--- src/design/cmm_pkg.sv ---
package cmm_pkg;

  // Register indexes on the configuration port
  localparam logic [2:0] REG_TURN_COUNT     = 3'd0;
  localparam logic [2:0] REG_FORWARD_COUNT  = 3'd1;
  localparam logic [2:0] REG_BASE_LEFT      = 3'd2;
  localparam logic [2:0] REG_BASE_RIGHT     = 3'd3;
  localparam logic [2:0] REG_STOP_FRONT     = 3'd4;
  localparam logic [2:0] REG_CLEAR_FRONT    = 3'd5;
  localparam logic [2:0] REG_SIDE_NEAR      = 3'd6;
  localparam logic [2:0] REG_DIAG_NEAR      = 3'd7;

  localparam int CFG_IDX_W  = 3;
  localparam int CFG_DATA_W = 10;

  localparam logic [9:0] RST_TURN_COUNT    = 10'd153;
  localparam logic [9:0] RST_FORWARD_COUNT = 10'd430;
  localparam logic [6:0] RST_BASE_LEFT     = 7'd30;
  localparam logic [6:0] RST_BASE_RIGHT    = 7'd35;
  localparam logic [7:0] RST_STOP_FRONT    = 8'd30;
  localparam logic [7:0] RST_CLEAR_FRONT   = 8'd40;
  localparam logic [7:0] RST_SIDE_NEAR     = 8'd27;
  localparam logic [7:0] RST_DIAG_NEAR     = 8'd32;

  localparam logic [8:0] SIDE_TRIM = 9'd6;
  localparam logic [8:0] DIAG_TRIM = 9'd9;

  localparam logic signed [12:0] SPEED_MAX = 13'sd2047;
  localparam logic signed [12:0] SPEED_MIN = -13'sd2048;

  // Decoupling queue depth
  localparam int QDEPTH = 2;
  localparam int QPTR_W = $clog2(QDEPTH);
  localparam int QCNT_W = $clog2(QDEPTH + 1);

  typedef logic signed [11:0] speed_t;
  typedef logic signed [12:0] wide_speed_t;

  typedef struct packed {
    logic [9:0] turn_count;
    logic [9:0] forward_count;
    logic [6:0] base_left_speed;
    logic [6:0] base_right_speed;
    logic [7:0] stop_front_limit;
    logic [7:0] clear_front_limit;
    logic [7:0] side_near_limit;
    logic [7:0] diagonal_near_limit;
  } cfg_t;

  // One classified tick, as handed from the front to the back
  typedef struct packed {
    logic [1:0]        target;
    logic signed [10:0] diff;        // left encoder minus right encoder
    logic              turn_reached;
    logic              stop;
    logic              trim_en;
    logic signed [8:0] left_set;
    logic signed [8:0] right_set;
  } item_t;

  typedef struct packed {
    logic [QCNT_W-1:0] count;
    logic              full;
    logic              empty;
  } q_stat_t;

  function automatic speed_t sat12(input wide_speed_t v);
    speed_t r;
    if (v > SPEED_MAX) begin
      r = SPEED_MAX[11:0];
    end else if (v < SPEED_MIN) begin
      r = SPEED_MIN[11:0];
    end else begin
      r = v[11:0];
    end
    return r;
  endfunction

endpackage

--- src/design/cmm_if.sv ---
interface cmm_in_if;
  logic       valid;
  logic       ready;
  logic [1:0] target_heading;
  logic [9:0] left_encoder;
  logic [9:0] right_encoder;
  logic [7:0] front_distance;
  logic [7:0] left_distance;
  logic [7:0] right_distance;
  logic [7:0] front_left_distance;
  logic [7:0] front_right_distance;

  modport source (
    output valid, target_heading, left_encoder, right_encoder, front_distance,
           left_distance, right_distance, front_left_distance, front_right_distance,
    input  ready
  );
  modport sink (
    input  valid, target_heading, left_encoder, right_encoder, front_distance,
           left_distance, right_distance, front_left_distance, front_right_distance,
    output ready
  );
endinterface

interface cmm_out_if;
  logic              valid;
  logic              ready;
  logic signed [11:0] left_drive;
  logic signed [11:0] right_drive;
  logic [1:0]        current_heading;
  logic              instruction_done;

  modport source (
    output valid, left_drive, right_drive, current_heading, instruction_done,
    input  ready
  );
  modport sink (
    input  valid, left_drive, right_drive, current_heading, instruction_done,
    output ready
  );
endinterface

--- src/design/cmm_front.sv ---
module cmm_front (
  cmm_in_if.sink          in_ch,
  input  cmm_pkg::cfg_t   cfg,
  input  cmm_pkg::q_stat_t q_stat,
  output logic            push,
  output cmm_pkg::item_t  item
);
  import cmm_pkg::*;

  logic [8:0] left_trim;
  logic [8:0] right_trim;

  assign in_ch.ready = !q_stat.full;
  assign push        = in_ch.valid && !q_stat.full;

  // Trim on the right wheel comes from the left sensors and vice versa
  always_comb begin
    if (in_ch.left_distance < cfg.side_near_limit) begin
      right_trim = SIDE_TRIM;
    end else if (in_ch.front_left_distance < cfg.diagonal_near_limit) begin
      right_trim = DIAG_TRIM;
    end else begin
      right_trim = 9'd0;
    end
    if (in_ch.right_distance < cfg.side_near_limit) begin
      left_trim = SIDE_TRIM;
    end else if (in_ch.front_right_distance < cfg.diagonal_near_limit) begin
      left_trim = DIAG_TRIM;
    end else begin
      left_trim = 9'd0;
    end
  end

  always_comb begin
    item.target       = in_ch.target_heading;
    item.diff         = $signed({1'b0, in_ch.left_encoder}) -
                        $signed({1'b0, in_ch.right_encoder});
    item.turn_reached = (in_ch.left_encoder > cfg.turn_count) &&
                        (in_ch.right_encoder > cfg.turn_count);
    item.stop         = (in_ch.front_distance < cfg.stop_front_limit) ||
                        ((in_ch.left_encoder > cfg.forward_count) &&
                         (in_ch.right_encoder > cfg.forward_count));
    item.trim_en      = in_ch.front_distance > cfg.clear_front_limit;
    item.left_set     = $signed({2'b00, cfg.base_left_speed} - left_trim);
    item.right_set    = $signed({2'b00, cfg.base_right_speed} - right_trim);
  end

endmodule

--- src/design/cmm_queue.sv ---
module cmm_queue (
  input  logic             clk,
  input  logic             rst_n,
  input  logic             push,
  input  cmm_pkg::item_t   push_item,
  input  logic             pop,
  output cmm_pkg::item_t   head_item,
  output cmm_pkg::q_stat_t q_stat
);
  import cmm_pkg::*;

  item_t             mem [QDEPTH];
  logic [QPTR_W-1:0] wr_ptr_r, wr_ptr_nxt;
  logic [QPTR_W-1:0] rd_ptr_r, rd_ptr_nxt;
  logic [QCNT_W-1:0] count_r, count_nxt;

  function automatic logic [QPTR_W-1:0] ptr_inc(input logic [QPTR_W-1:0] p);
    logic [QPTR_W-1:0] r;
    if (p == QPTR_W'(QDEPTH - 1)) begin
      r = '0;
    end else begin
      r = p + 1'b1;
    end
    return r;
  endfunction

  always_comb begin
    wr_ptr_nxt = push ? ptr_inc(wr_ptr_r) : wr_ptr_r;
    rd_ptr_nxt = pop  ? ptr_inc(rd_ptr_r) : rd_ptr_r;
    count_nxt  = count_r;
    if (push && !pop) begin
      count_nxt = count_r + 1'b1;
    end else if (pop && !push) begin
      count_nxt = count_r - 1'b1;
    end
  end

  always_ff @(posedge clk) begin
    if (!rst_n) begin
      wr_ptr_r <= '0;
      rd_ptr_r <= '0;
      count_r  <= '0;
    end else begin
      wr_ptr_r <= wr_ptr_nxt;
      rd_ptr_r <= rd_ptr_nxt;
      count_r  <= count_nxt;
    end
  end

  always_ff @(posedge clk) begin
    if (push) begin
      mem[wr_ptr_r] <= push_item;
    end
  end

  assign head_item    = mem[rd_ptr_r];
  assign q_stat.count = count_r;
  assign q_stat.full  = (count_r == QCNT_W'(QDEPTH));
  assign q_stat.empty = (count_r == '0);

endmodule

--- src/design/cmm_back.sv ---
module cmm_back (
  input  logic             clk,
  input  logic             rst_n,
  input  cmm_pkg::cfg_t    cfg,
  input  cmm_pkg::item_t   head_item,
  input  cmm_pkg::q_stat_t q_stat,
  output logic             pop,
  cmm_out_if.source        out_ch
);
  import cmm_pkg::*;

  logic [1:0] heading_r, heading_nxt;
  logic       fwd_done_r, fwd_done_nxt;
  speed_t     left_speed_r, left_speed_nxt;
  speed_t     right_speed_r, right_speed_nxt;
  logic       done_nxt;
  logic       out_valid_r, out_valid_nxt;
  speed_t     out_left_r, out_right_r;
  logic [1:0] out_heading_r;
  logic       out_done_r;

  logic              cw;
  wide_speed_t       diff_w, bl_w, br_w, rs_base;
  speed_t            ls_trim;

  // Take the next tick whenever the output register is free or draining
  assign pop = !q_stat.empty && (!out_valid_r || out_ch.ready);

  always_comb begin
    diff_w  = {{2{head_item.diff[10]}}, head_item.diff};
    bl_w    = {6'b0, cfg.base_left_speed};
    br_w    = {6'b0, cfg.base_right_speed};
    cw      = (heading_r + 2'd1) == head_item.target;
    rs_base = head_item.trim_en ? {{4{head_item.right_set[8]}}, head_item.right_set}
                                : {right_speed_r[11], right_speed_r};
    ls_trim = head_item.trim_en ? {{3{head_item.left_set[8]}}, head_item.left_set}
                                : left_speed_r;

    heading_nxt     = heading_r;
    fwd_done_nxt    = fwd_done_r;
    left_speed_nxt  = left_speed_r;
    right_speed_nxt = right_speed_r;
    done_nxt        = 1'b0;

    if (heading_r != head_item.target) begin
      if (head_item.turn_reached) begin
        heading_nxt     = cw ? heading_r + 2'd1 : heading_r - 2'd1;
        left_speed_nxt  = '0;
        right_speed_nxt = '0;
      end else if (cw) begin
        left_speed_nxt  = sat12(bl_w - diff_w);
        right_speed_nxt = sat12(-br_w - diff_w);
      end else begin
        left_speed_nxt  = sat12(diff_w - bl_w);
        right_speed_nxt = sat12(br_w + diff_w);
      end
    end else if (fwd_done_r) begin
      done_nxt     = 1'b1;
      fwd_done_nxt = 1'b0;
    end else if (head_item.stop) begin
      left_speed_nxt  = '0;
      right_speed_nxt = '0;
      fwd_done_nxt    = 1'b1;
    end else if (left_speed_r == '0) begin
      left_speed_nxt  = {5'b0, cfg.base_left_speed};
      right_speed_nxt = {5'b0, cfg.base_right_speed};
    end else begin
      left_speed_nxt  = ls_trim;
      right_speed_nxt = sat12(rs_base + diff_w);
    end

    if (pop) begin
      out_valid_nxt = 1'b1;
    end else if (out_ch.ready) begin
      out_valid_nxt = 1'b0;
    end else begin
      out_valid_nxt = out_valid_r;
    end
  end

  always_ff @(posedge clk) begin
    if (!rst_n) begin
      heading_r     <= '0;
      fwd_done_r    <= 1'b0;
      left_speed_r  <= '0;
      right_speed_r <= '0;
      out_valid_r   <= 1'b0;
    end else begin
      out_valid_r <= out_valid_nxt;
      if (pop) begin
        heading_r     <= heading_nxt;
        fwd_done_r    <= fwd_done_nxt;
        left_speed_r  <= left_speed_nxt;
        right_speed_r <= right_speed_nxt;
      end
    end
  end

  always_ff @(posedge clk) begin
    if (pop) begin
      out_left_r    <= left_speed_nxt;
      out_right_r   <= right_speed_nxt;
      out_heading_r <= heading_nxt;
      out_done_r    <= done_nxt;
    end
  end

  assign out_ch.valid            = out_valid_r;
  assign out_ch.left_drive       = out_left_r;
  assign out_ch.right_drive      = out_right_r;
  assign out_ch.current_heading  = out_heading_r;
  assign out_ch.instruction_done = out_done_r;

endmodule

--- src/design/cell_move_motor_controller_top.sv ---
// Channel  | Dir | Handshake        | Payload
// in_ch    | in  | valid/ready      | target heading, two encoders, five distances
// out_ch   | out | valid/ready      | left/right drive, heading, instruction done
// cfg_*    | in  | cfg_we only      | cfg_index selects register, cfg_wdata value
//
// One tick per clock sustained while out_ch is ready; a tick's result passes
// classification into the two-entry queue, then the state update into the output
// register, and is held on out_ch until it transfers. Reset is synchronous and
// restores state, queue pointers, cfg and output valid, but not the output payload
// or queue entries. Input and output stall on their own: the queue keeps taking
// ticks while a result waits on out_ch, until both of its entries are held.
module cell_move_motor_controller_top (
  input  logic                            clk,
  input  logic                            rst_n,
  cmm_in_if.sink                          in_ch,
  cmm_out_if.source                       out_ch,
  input  logic                            cfg_we,
  input  logic [cmm_pkg::CFG_IDX_W-1:0]   cfg_index,
  input  logic [cmm_pkg::CFG_DATA_W-1:0]  cfg_wdata
);
  import cmm_pkg::*;

  cfg_t    cfg_r;
  item_t   push_item, head_item;
  q_stat_t q_stat;
  logic    push, pop;

  always_ff @(posedge clk) begin
    if (!rst_n) begin
      cfg_r.turn_count          <= RST_TURN_COUNT;
      cfg_r.forward_count       <= RST_FORWARD_COUNT;
      cfg_r.base_left_speed     <= RST_BASE_LEFT;
      cfg_r.base_right_speed    <= RST_BASE_RIGHT;
      cfg_r.stop_front_limit    <= RST_STOP_FRONT;
      cfg_r.clear_front_limit   <= RST_CLEAR_FRONT;
      cfg_r.side_near_limit     <= RST_SIDE_NEAR;
      cfg_r.diagonal_near_limit <= RST_DIAG_NEAR;
    end else if (cfg_we) begin
      case (cfg_index)
        REG_TURN_COUNT:    cfg_r.turn_count          <= cfg_wdata;
        REG_FORWARD_COUNT: cfg_r.forward_count       <= cfg_wdata;
        REG_BASE_LEFT:     cfg_r.base_left_speed     <= cfg_wdata[6:0];
        REG_BASE_RIGHT:    cfg_r.base_right_speed    <= cfg_wdata[6:0];
        REG_STOP_FRONT:    cfg_r.stop_front_limit    <= cfg_wdata[7:0];
        REG_CLEAR_FRONT:   cfg_r.clear_front_limit   <= cfg_wdata[7:0];
        REG_SIDE_NEAR:     cfg_r.side_near_limit     <= cfg_wdata[7:0];
        REG_DIAG_NEAR:     cfg_r.diagonal_near_limit <= cfg_wdata[7:0];
        default: ;
      endcase
    end
  end

  cmm_front u_front (
    .in_ch  (in_ch),
    .cfg    (cfg_r),
    .q_stat (q_stat),
    .push   (push),
    .item   (push_item)
  );

  cmm_queue u_queue (
    .clk       (clk),
    .rst_n     (rst_n),
    .push      (push),
    .push_item (push_item),
    .pop       (pop),
    .head_item (head_item),
    .q_stat    (q_stat)
  );

  cmm_back u_back (
    .clk       (clk),
    .rst_n     (rst_n),
    .cfg       (cfg_r),
    .head_item (head_item),
    .q_stat    (q_stat),
    .pop       (pop),
    .out_ch    (out_ch)
  );

  // A result only appears after a tick left the queue
  a_valid_from_pop: assert property (@(posedge clk) disable iff (!rst_n)
    $rose(out_ch.valid) |-> $past(pop))
    else $error("result valid without a queue pop");

  // Hold a waiting result and its payload until it transfers
  a_out_hold: assert property (@(posedge clk) disable iff (!rst_n)
    (out_ch.valid && !out_ch.ready) |=>
      (out_ch.valid && $stable({out_ch.left_drive, out_ch.right_drive,
                                out_ch.current_heading, out_ch.instruction_done})))
    else $error("waiting result changed before transfer");

  a_queue_bound: assert property (@(posedge clk) disable iff (!rst_n)
    q_stat.full |=> !(push && !pop) || !q_stat.full)
    else $error("queue overflow");

  a_pop_nonempty: assert property (@(posedge clk) disable iff (!rst_n)
    pop |-> (q_stat.count != '0) && (!out_ch.valid || out_ch.ready))
    else $error("pop from empty queue or into a held result");

endmodule
--- src/flat_wrapper.sv ---
// flat-port wrapper written by rule: the top's interface ports become plain ports
module cell_move_motor_controller_top_flat import cmm_pkg::*;
  (clk, rst_n, cfg_we, cfg_index, cfg_wdata, in_ch_valid, in_ch_target_heading, in_ch_left_encoder, in_ch_right_encoder, in_ch_front_distance, in_ch_left_distance, in_ch_right_distance, in_ch_front_left_distance, in_ch_front_right_distance, in_ch_ready, out_ch_valid, out_ch_left_drive, out_ch_right_drive, out_ch_current_heading, out_ch_instruction_done, out_ch_ready);
  cmm_in_if in_ch_i ();
  cmm_out_if out_ch_i ();
  input  logic clk;
  input  logic rst_n;
  input  logic cfg_we;
  input  logic [cmm_pkg::CFG_IDX_W-1:0] cfg_index;
  input  logic [cmm_pkg::CFG_DATA_W-1:0] cfg_wdata;
  input wire logic [$bits(in_ch_i.valid)-1:0] in_ch_valid;
  input wire logic [$bits(in_ch_i.target_heading)-1:0] in_ch_target_heading;
  input wire logic [$bits(in_ch_i.left_encoder)-1:0] in_ch_left_encoder;
  input wire logic [$bits(in_ch_i.right_encoder)-1:0] in_ch_right_encoder;
  input wire logic [$bits(in_ch_i.front_distance)-1:0] in_ch_front_distance;
  input wire logic [$bits(in_ch_i.left_distance)-1:0] in_ch_left_distance;
  input wire logic [$bits(in_ch_i.right_distance)-1:0] in_ch_right_distance;
  input wire logic [$bits(in_ch_i.front_left_distance)-1:0] in_ch_front_left_distance;
  input wire logic [$bits(in_ch_i.front_right_distance)-1:0] in_ch_front_right_distance;
  output wire logic [$bits(in_ch_i.ready)-1:0] in_ch_ready;
  output wire logic [$bits(out_ch_i.valid)-1:0] out_ch_valid;
  output wire logic [$bits(out_ch_i.left_drive)-1:0] out_ch_left_drive;
  output wire logic [$bits(out_ch_i.right_drive)-1:0] out_ch_right_drive;
  output wire logic [$bits(out_ch_i.current_heading)-1:0] out_ch_current_heading;
  output wire logic [$bits(out_ch_i.instruction_done)-1:0] out_ch_instruction_done;
  input wire logic [$bits(out_ch_i.ready)-1:0] out_ch_ready;
  assign in_ch_i.valid = in_ch_valid;
  assign in_ch_i.target_heading = in_ch_target_heading;
  assign in_ch_i.left_encoder = in_ch_left_encoder;
  assign in_ch_i.right_encoder = in_ch_right_encoder;
  assign in_ch_i.front_distance = in_ch_front_distance;
  assign in_ch_i.left_distance = in_ch_left_distance;
  assign in_ch_i.right_distance = in_ch_right_distance;
  assign in_ch_i.front_left_distance = in_ch_front_left_distance;
  assign in_ch_i.front_right_distance = in_ch_front_right_distance;
  assign in_ch_ready = in_ch_i.ready;
  assign out_ch_valid = out_ch_i.valid;
  assign out_ch_left_drive = out_ch_i.left_drive;
  assign out_ch_right_drive = out_ch_i.right_drive;
  assign out_ch_current_heading = out_ch_i.current_heading;
  assign out_ch_instruction_done = out_ch_i.instruction_done;
  assign out_ch_i.ready = out_ch_ready;
  cell_move_motor_controller_top u_core (.clk(clk), .rst_n(rst_n), .in_ch(in_ch_i), .out_ch(out_ch_i), .cfg_we(cfg_we), .cfg_index(cfg_index), .cfg_wdata(cfg_wdata));
endmodule
--- config.mk ---
export PLATFORM = sky130hd
export DESIGN_NAME = cell_move_motor_controller_top_flat
export DESIGN_NICKNAME = d
export VERILOG_FILES = /design/src/design/cmm_pkg.sv /design/src/design/cmm_if.sv /design/src/design/cmm_front.sv /design/src/design/cmm_queue.sv /design/src/design/cmm_back.sv /design/src/design/cell_move_motor_controller_top.sv /design/src/flat_wrapper.sv
export SDC_FILE = /design/constraint.sdc
export NUM_CORES = 1
export LEC_CHECK = 0
export BUFFER_PORTS_ARGS = -buffer_cell sky130_fd_sc_hd__buf_4
export CORE_MARGIN = 1.5
export CORE_UTILIZATION = 45
export CTS_CLUSTER_DIAMETER = 40
export DETAILED_ROUTE_END_ITERATION = 7
export GPL_ROUTABILITY_DRIVEN = 0
export PLACE_DENSITY = 0.68
export SYNTH_ARGS = -nofsm -noshare
export SYNTH_HDL_FRONTEND = slang
export SYNTH_SLANG_ARGS = --single-unit
--- constraint.sdc ---
create_clock -name clk -period 5.33 [get_ports clk]
set_input_delay 1.066 -clock clk [delete_from_list [all_inputs] [get_ports clk]]
set_output_delay 1.066 -clock clk [all_outputs]
set_load 0.05 [all_outputs]
# == After elaboration in Yosys (flattened, before gate mapping) ==
# Memory sizes are Yosys's and may differ from the RTL's. A register that Yosys moved wholly into a read port is not among the register bits.
# Cells that the tools add are included.
# W data, S select, Z words.
# totals
regBits,125
n_memories,1
mem_bits_rw,68
out_inout_bits,29
in_bits,80
# classes
bitwise_logic,1
eq_ne,10
n_mux,44
add_sub_neg,15
magnitude_cmp,20
reduce_logical,27
# memory_table
memory,words,word_bits,read_ports,rd_ports_with_merged_regs,write_ports,line_no,rtl
u_core.u_queue.mem,2,34,1,1,1,cmm_queue.sv:12,item_t mem [QDEPTH];
# op_table
op,count
$mux W12,23
$gt A10 B10 Y1,4
$lt A8 B8 Y1,5
$gt A12 B12 Y1 const B,3
$lt A12 B12 Y1 const B,3
$gt A13 B12 Y1 const B,2
$lt A13 B12 Y1 const B,2
$reduce_and A2 Y1,9
$sub A7 B9 Y9,2
$mux W4,4
$add A13 B11 Y13,1
$mux W13,1
$neg A7 Y13,1
$sub A13 B11 Y13,1
$add A8 B11 Y12,1
$eq A3 B3 Y1 const B,4
$logic_not A12 Y1,1
$sub A11 B8 Y12,1
$sub A8 B11 Y12,1
$mux W1,11
$sub A10 B10 Y11,1
$mux W2,5
$gt A8 B8 Y1,1
$eq A3 B2 Y1 const B,2
14 further kinds,28

# == Longest topological paths before layout ==
# logic_depth
depth_word,9
ltp_mapped,20
depth_no_buf,16

# == Modules after synthesis ==
# Synthesis repeated with hierarchy kept, for this count alone.
# hier_totals
cells_unflattened,1367
area_unflattened_um2,13272.7
# by_module_without_submodules
mod,area_each_um2,seq_area_each_um2,cells_per_inst,n_inst
cmm_back,5226.3,1371.3,627,1
cmm_front,2785.2,0.0,366,1
cmm_queue,2671.3,2142.1,128,1
cell_move_motor_controller_top,2590.0,1321.3,246,1

# == Least setup slack after synthesis ==
# Ideal clock, no wire load.
# synth_path
path_kind,register to register
startpoint,reg with a tool-made name
endpoint,reg u_core.u_back.right_speed_r[6]
path_slack_ns,0.881
arrival_time_ns,4.333
required_ns,5.215
setup_ns,0.115
stages_incl_launch_ff,21
path_cell_list,dfxtp_1 -> buf_6 -> buf_6 -> buf_2 -> buf_2 -> buf_2 -> mux2i_1 -> inv_1 -> ha_1 -> inv_1 -> ha_1 -> inv_1 -> fa_1 -> nand2b_1 -> a211o_1 -> and3_1 -> nand3b_1 -> and2_0 -> o211a_1 -> a211o_1 -> o21ba_2
# synth_lines
item,line_no,rtl
"end signal, assigned",cmm_back.sv:94,right_speed_r <= right_speed_nxt;
"end, declared",cmm_back.sv:15,"speed_t right_speed_r, right_speed_nxt;"

==> flow_summary.ini <==
[finish]
areaGrowthSynthToFinish_pct = 12.7
drive_above_1_share_pct = 11.6
utilization_pct = 51.9
nNetsFinal = 1764
diodes = 0

[placed_design]
portBuffers = 108
place_hpwl_um = 26200
dp_slack_ps = 1070

[worst_setup_path]
worstPathArrival_ps = 4730
path_cells = mux2_2 -> nor2_1 -> a21oi_1 -> ha_1 -> a211oi_1 -> o211a_1 -> o21ai_0 -> a31oi_1 -> nor2b_1 -> a221oi_1 -> a31oi_1
r2r_slack_ps = 970
critical_path.max_stage_delay_ps = 740
worstPathRequired_ps = 5700
rr_worst_depth = 11
cp_common_cell = a31oi_1
critPathBufInv = 0
crit_fanout = 26
path_class = reg -> reg
start_kind = flip-flop
cp-end-kind = flip-flop
crit_cells = 11
cp_top_family = compound AO/OA/AOI/OAI gates
cp_slowest_cell = dfxtp_2

[floorplanning]
core_area_um2 = 28900
die_area_um2 = 30600
start_util_pct = 46.0
die_w_um = 175
num_rows = 62
top_level_ports = 109
dieHeight_um = 175

[logic_synthesis]
synth_compound_area_share_pct = 20.7
netlist_area_um2 = 13300
synth-simple-area-share_pct = 14.3
synth_edf_count = 95
synth_top_family_by_area = compound AO/OA/AOI/OAI gates
yosysSeqAreaShare_pct = 36.4
ys_ff_latch = 194
synth_xor_xnor_area_share_pct = 3.75
synth.mux.area_fraction_pct = 3.31
yosysWarnings = 0
synth-adder-area-share_pct = 16.2
syn_nets = 1689
synthFlopType = dfxtp_1
ys_types = 77
synth_area_per_cell_um2 = 9.21
ys_async_sr_fraction_pct = 0
synthCells = 1443

[sta]
finalSetupTns_ps = 0
tightest_slew_ps = 1040
fmax_mhz = 230
finClkSkew_ps = 14.1
setup_slack_ps = 975
fin_crit_ps = 4360
setup_violations = 0
finalCritPeriodShare_pct = 81.7
rsz0062_at_grt = false
finalHoldViolations = 0
relSlewSlack_pct = 30.7
slew_violations = 0

[power]
vdd_drop_max_mv = 0.263
power_density_nw_per_um2 = 503
power_leakage_nw = 6.19

[run_status]
status = complete, no violations

[clock_network]
clkTransAtPathRegs_ps = 80
cts_buffers = 17
htree_num_levels = 4
clkSinkCount = 194
clockBufferDepth = 2
cts-resized-gates = 0
cts_root_buffer = clkbuf_16
cts_tree = built
hold_buffers = 0
insertion_delay_ps = 450
cts_setup_buffers = 0

[routing]
wl_um = 34300
wl_per_cell_um = 17.9
vias = 10900
drtPass1Iterations = 5
vias_per_cell = 5.68
ant_nets = 0
drt_iter0_drc = 877
drc_errors = 0

[global_routing]
grt_pass1_wl_um = 54900
grt_pass1_vias = 10500
grt.total_usage_pct = 22.7
grt_max_degree = 102
gr-total-overflow = 0
antenna_found_initial = 0

[flow_run]
maxCapViolCount = 0

[hold_path]
hold_depth = 2
hold_path.class = reg -> reg
[metal layers]
layer | global-route usage [%] | vias to the layer above | part of all wire (%)
li1 | - | 5349 | -
met1 | 29.9 | 5064 | 44
met2 | 36.6 | 391 | 46
met3 | 4.77 | 81 | 7.1
met4 | 8.33 | 0 | 3.2
met5 | 0 | - | 0
[stage by stage]
step / instances / power (mW) / cell area [um^2] / hold WS [ps]
after floorplan: 1443 / 5.16 / 13300 / 441
after global placement: 1883 / 6.12 / 14400 / 455
after detailed placement: 1883 / 6.18 / 14400 / 460
after CTS: 1915 / 7.51 / 15000 / 471
after global routing: 1915 / 8.01 / 15000 / 491
final: 1915 / 7.54 / 15000 / 468
[flip-flops by register name, summed over array words and instances (netlist names), named ones only]
| register | cells |
|---|---|
| u_core.u_back.out_ch.valid | 1 |
| u_core.u_back.out_ch.current_heading | 2 |
| u_core.u_back.right_speed_r | 12 |
| u_core.u_queue.count_r | 2 |
| u_core.u_queue.mem | 68 |
| u_core.u_back.out_ch.instruction_done | 1 |
| u_core.u_back.out_ch.left_drive | 12 |
| u_core.u_back.heading_r | 2 |
| u_core.u_queue.rd_ptr_r | 1 |
| u_core.u_back.fwd_done_r | 1 |
| u_core.cfg_r | 66 |
| u_core.u_back.out_ch.right_drive | 12 |
| u_core.u_back.left_speed_r | 12 |
| u_core.u_queue.wr_ptr_r | 1 |
[cells by family after synthesis]
| kind of cell | after synthesis |
|---|---|
| AOI/OAI and AO/OA | 402 |
| xor gates and xnor gates | 56 |
| adders and majority gates | 167 |
| buffers and inverters | 177 |
| DFF | 194 |
| muxes | 41 |
| and+or+nand+nor | 406 |
[placed cells by master (no fill, tap or decap), types with 29 or more instances in the layout]
master	synthesis	routed
mux2i_1	36	36
a21boi_0	44	44
ha_1	158	158
a21oi_1	79	79
nor2b_1	29	29
dfxtp_1	99	98
nand2_1	168	168
edfxtp_1	95	95
buf_4	5	117
inv_1	116	115
o211ai_1	40	40
xnor2_1	42	42
nor2_1	81	80
o21ai_0	67	67
[worst min-delay path: stages, from the launching register on]
cell and delay, ps:
dfxtp_1 310, nand2_1 40, a21boi_0 60
[power by group]
group | total [mW] | leakage [nW] | internal, mW | switching (mW)
clock network | 1.31 | 0.295 | 0.662 | 0.648
registers | 2.17 | 1.71 | 1.97 | 0.194
logic | 4.06 | 4.19 | 1.49 | 2.57
[worst paths after layout]
| path | to | start |
|---|---|---|
| setup / recovery | u_core.u_back.right_speed_r[7] | flip-flop |
| hold / removal | u_core.cfg_r[6] | u_core.cfg_r[6] |
| setup reg to reg | u_core.u_back.right_speed_r[7] | flip-flop |
| hold reg to reg | u_core.cfg_r[6] | u_core.cfg_r[6] |
[synthesized netlist by cell type, drive strengths merged (40+ instances only)]
| cell | number | area share [%] |
|---|---|---|
| o21ai | 72 | 2.7 |
| ha | 158 | 15 |
| clkbuf | 44 | 1.3 |
| edfxtp | 95 | 21 |
| o211ai | 40 | 2.3 |
| nand2 | 168 | 4.7 |
| nor2 | 82 | 2.3 |
| a21boi | 46 | 2.6 |
| dfxtp | 99 | 15 |
| xnor2 | 43 | 2.9 |
| a21oi | 79 | 3.0 |
| inv | 116 | 3.3 |
[layout make-up]
type                            instances  area, um^2
Clock buffer                           18         450
Sequential cell                       194        4840
Inverter                              116         435
Clock inverter                         14         155
Tap cell                              384         480
Multi-Input combinational cell       1072        7740
Fill cell                            2675       13900
Timing Repair Buffer                  117         878
(Power assumes the default switching activity.)
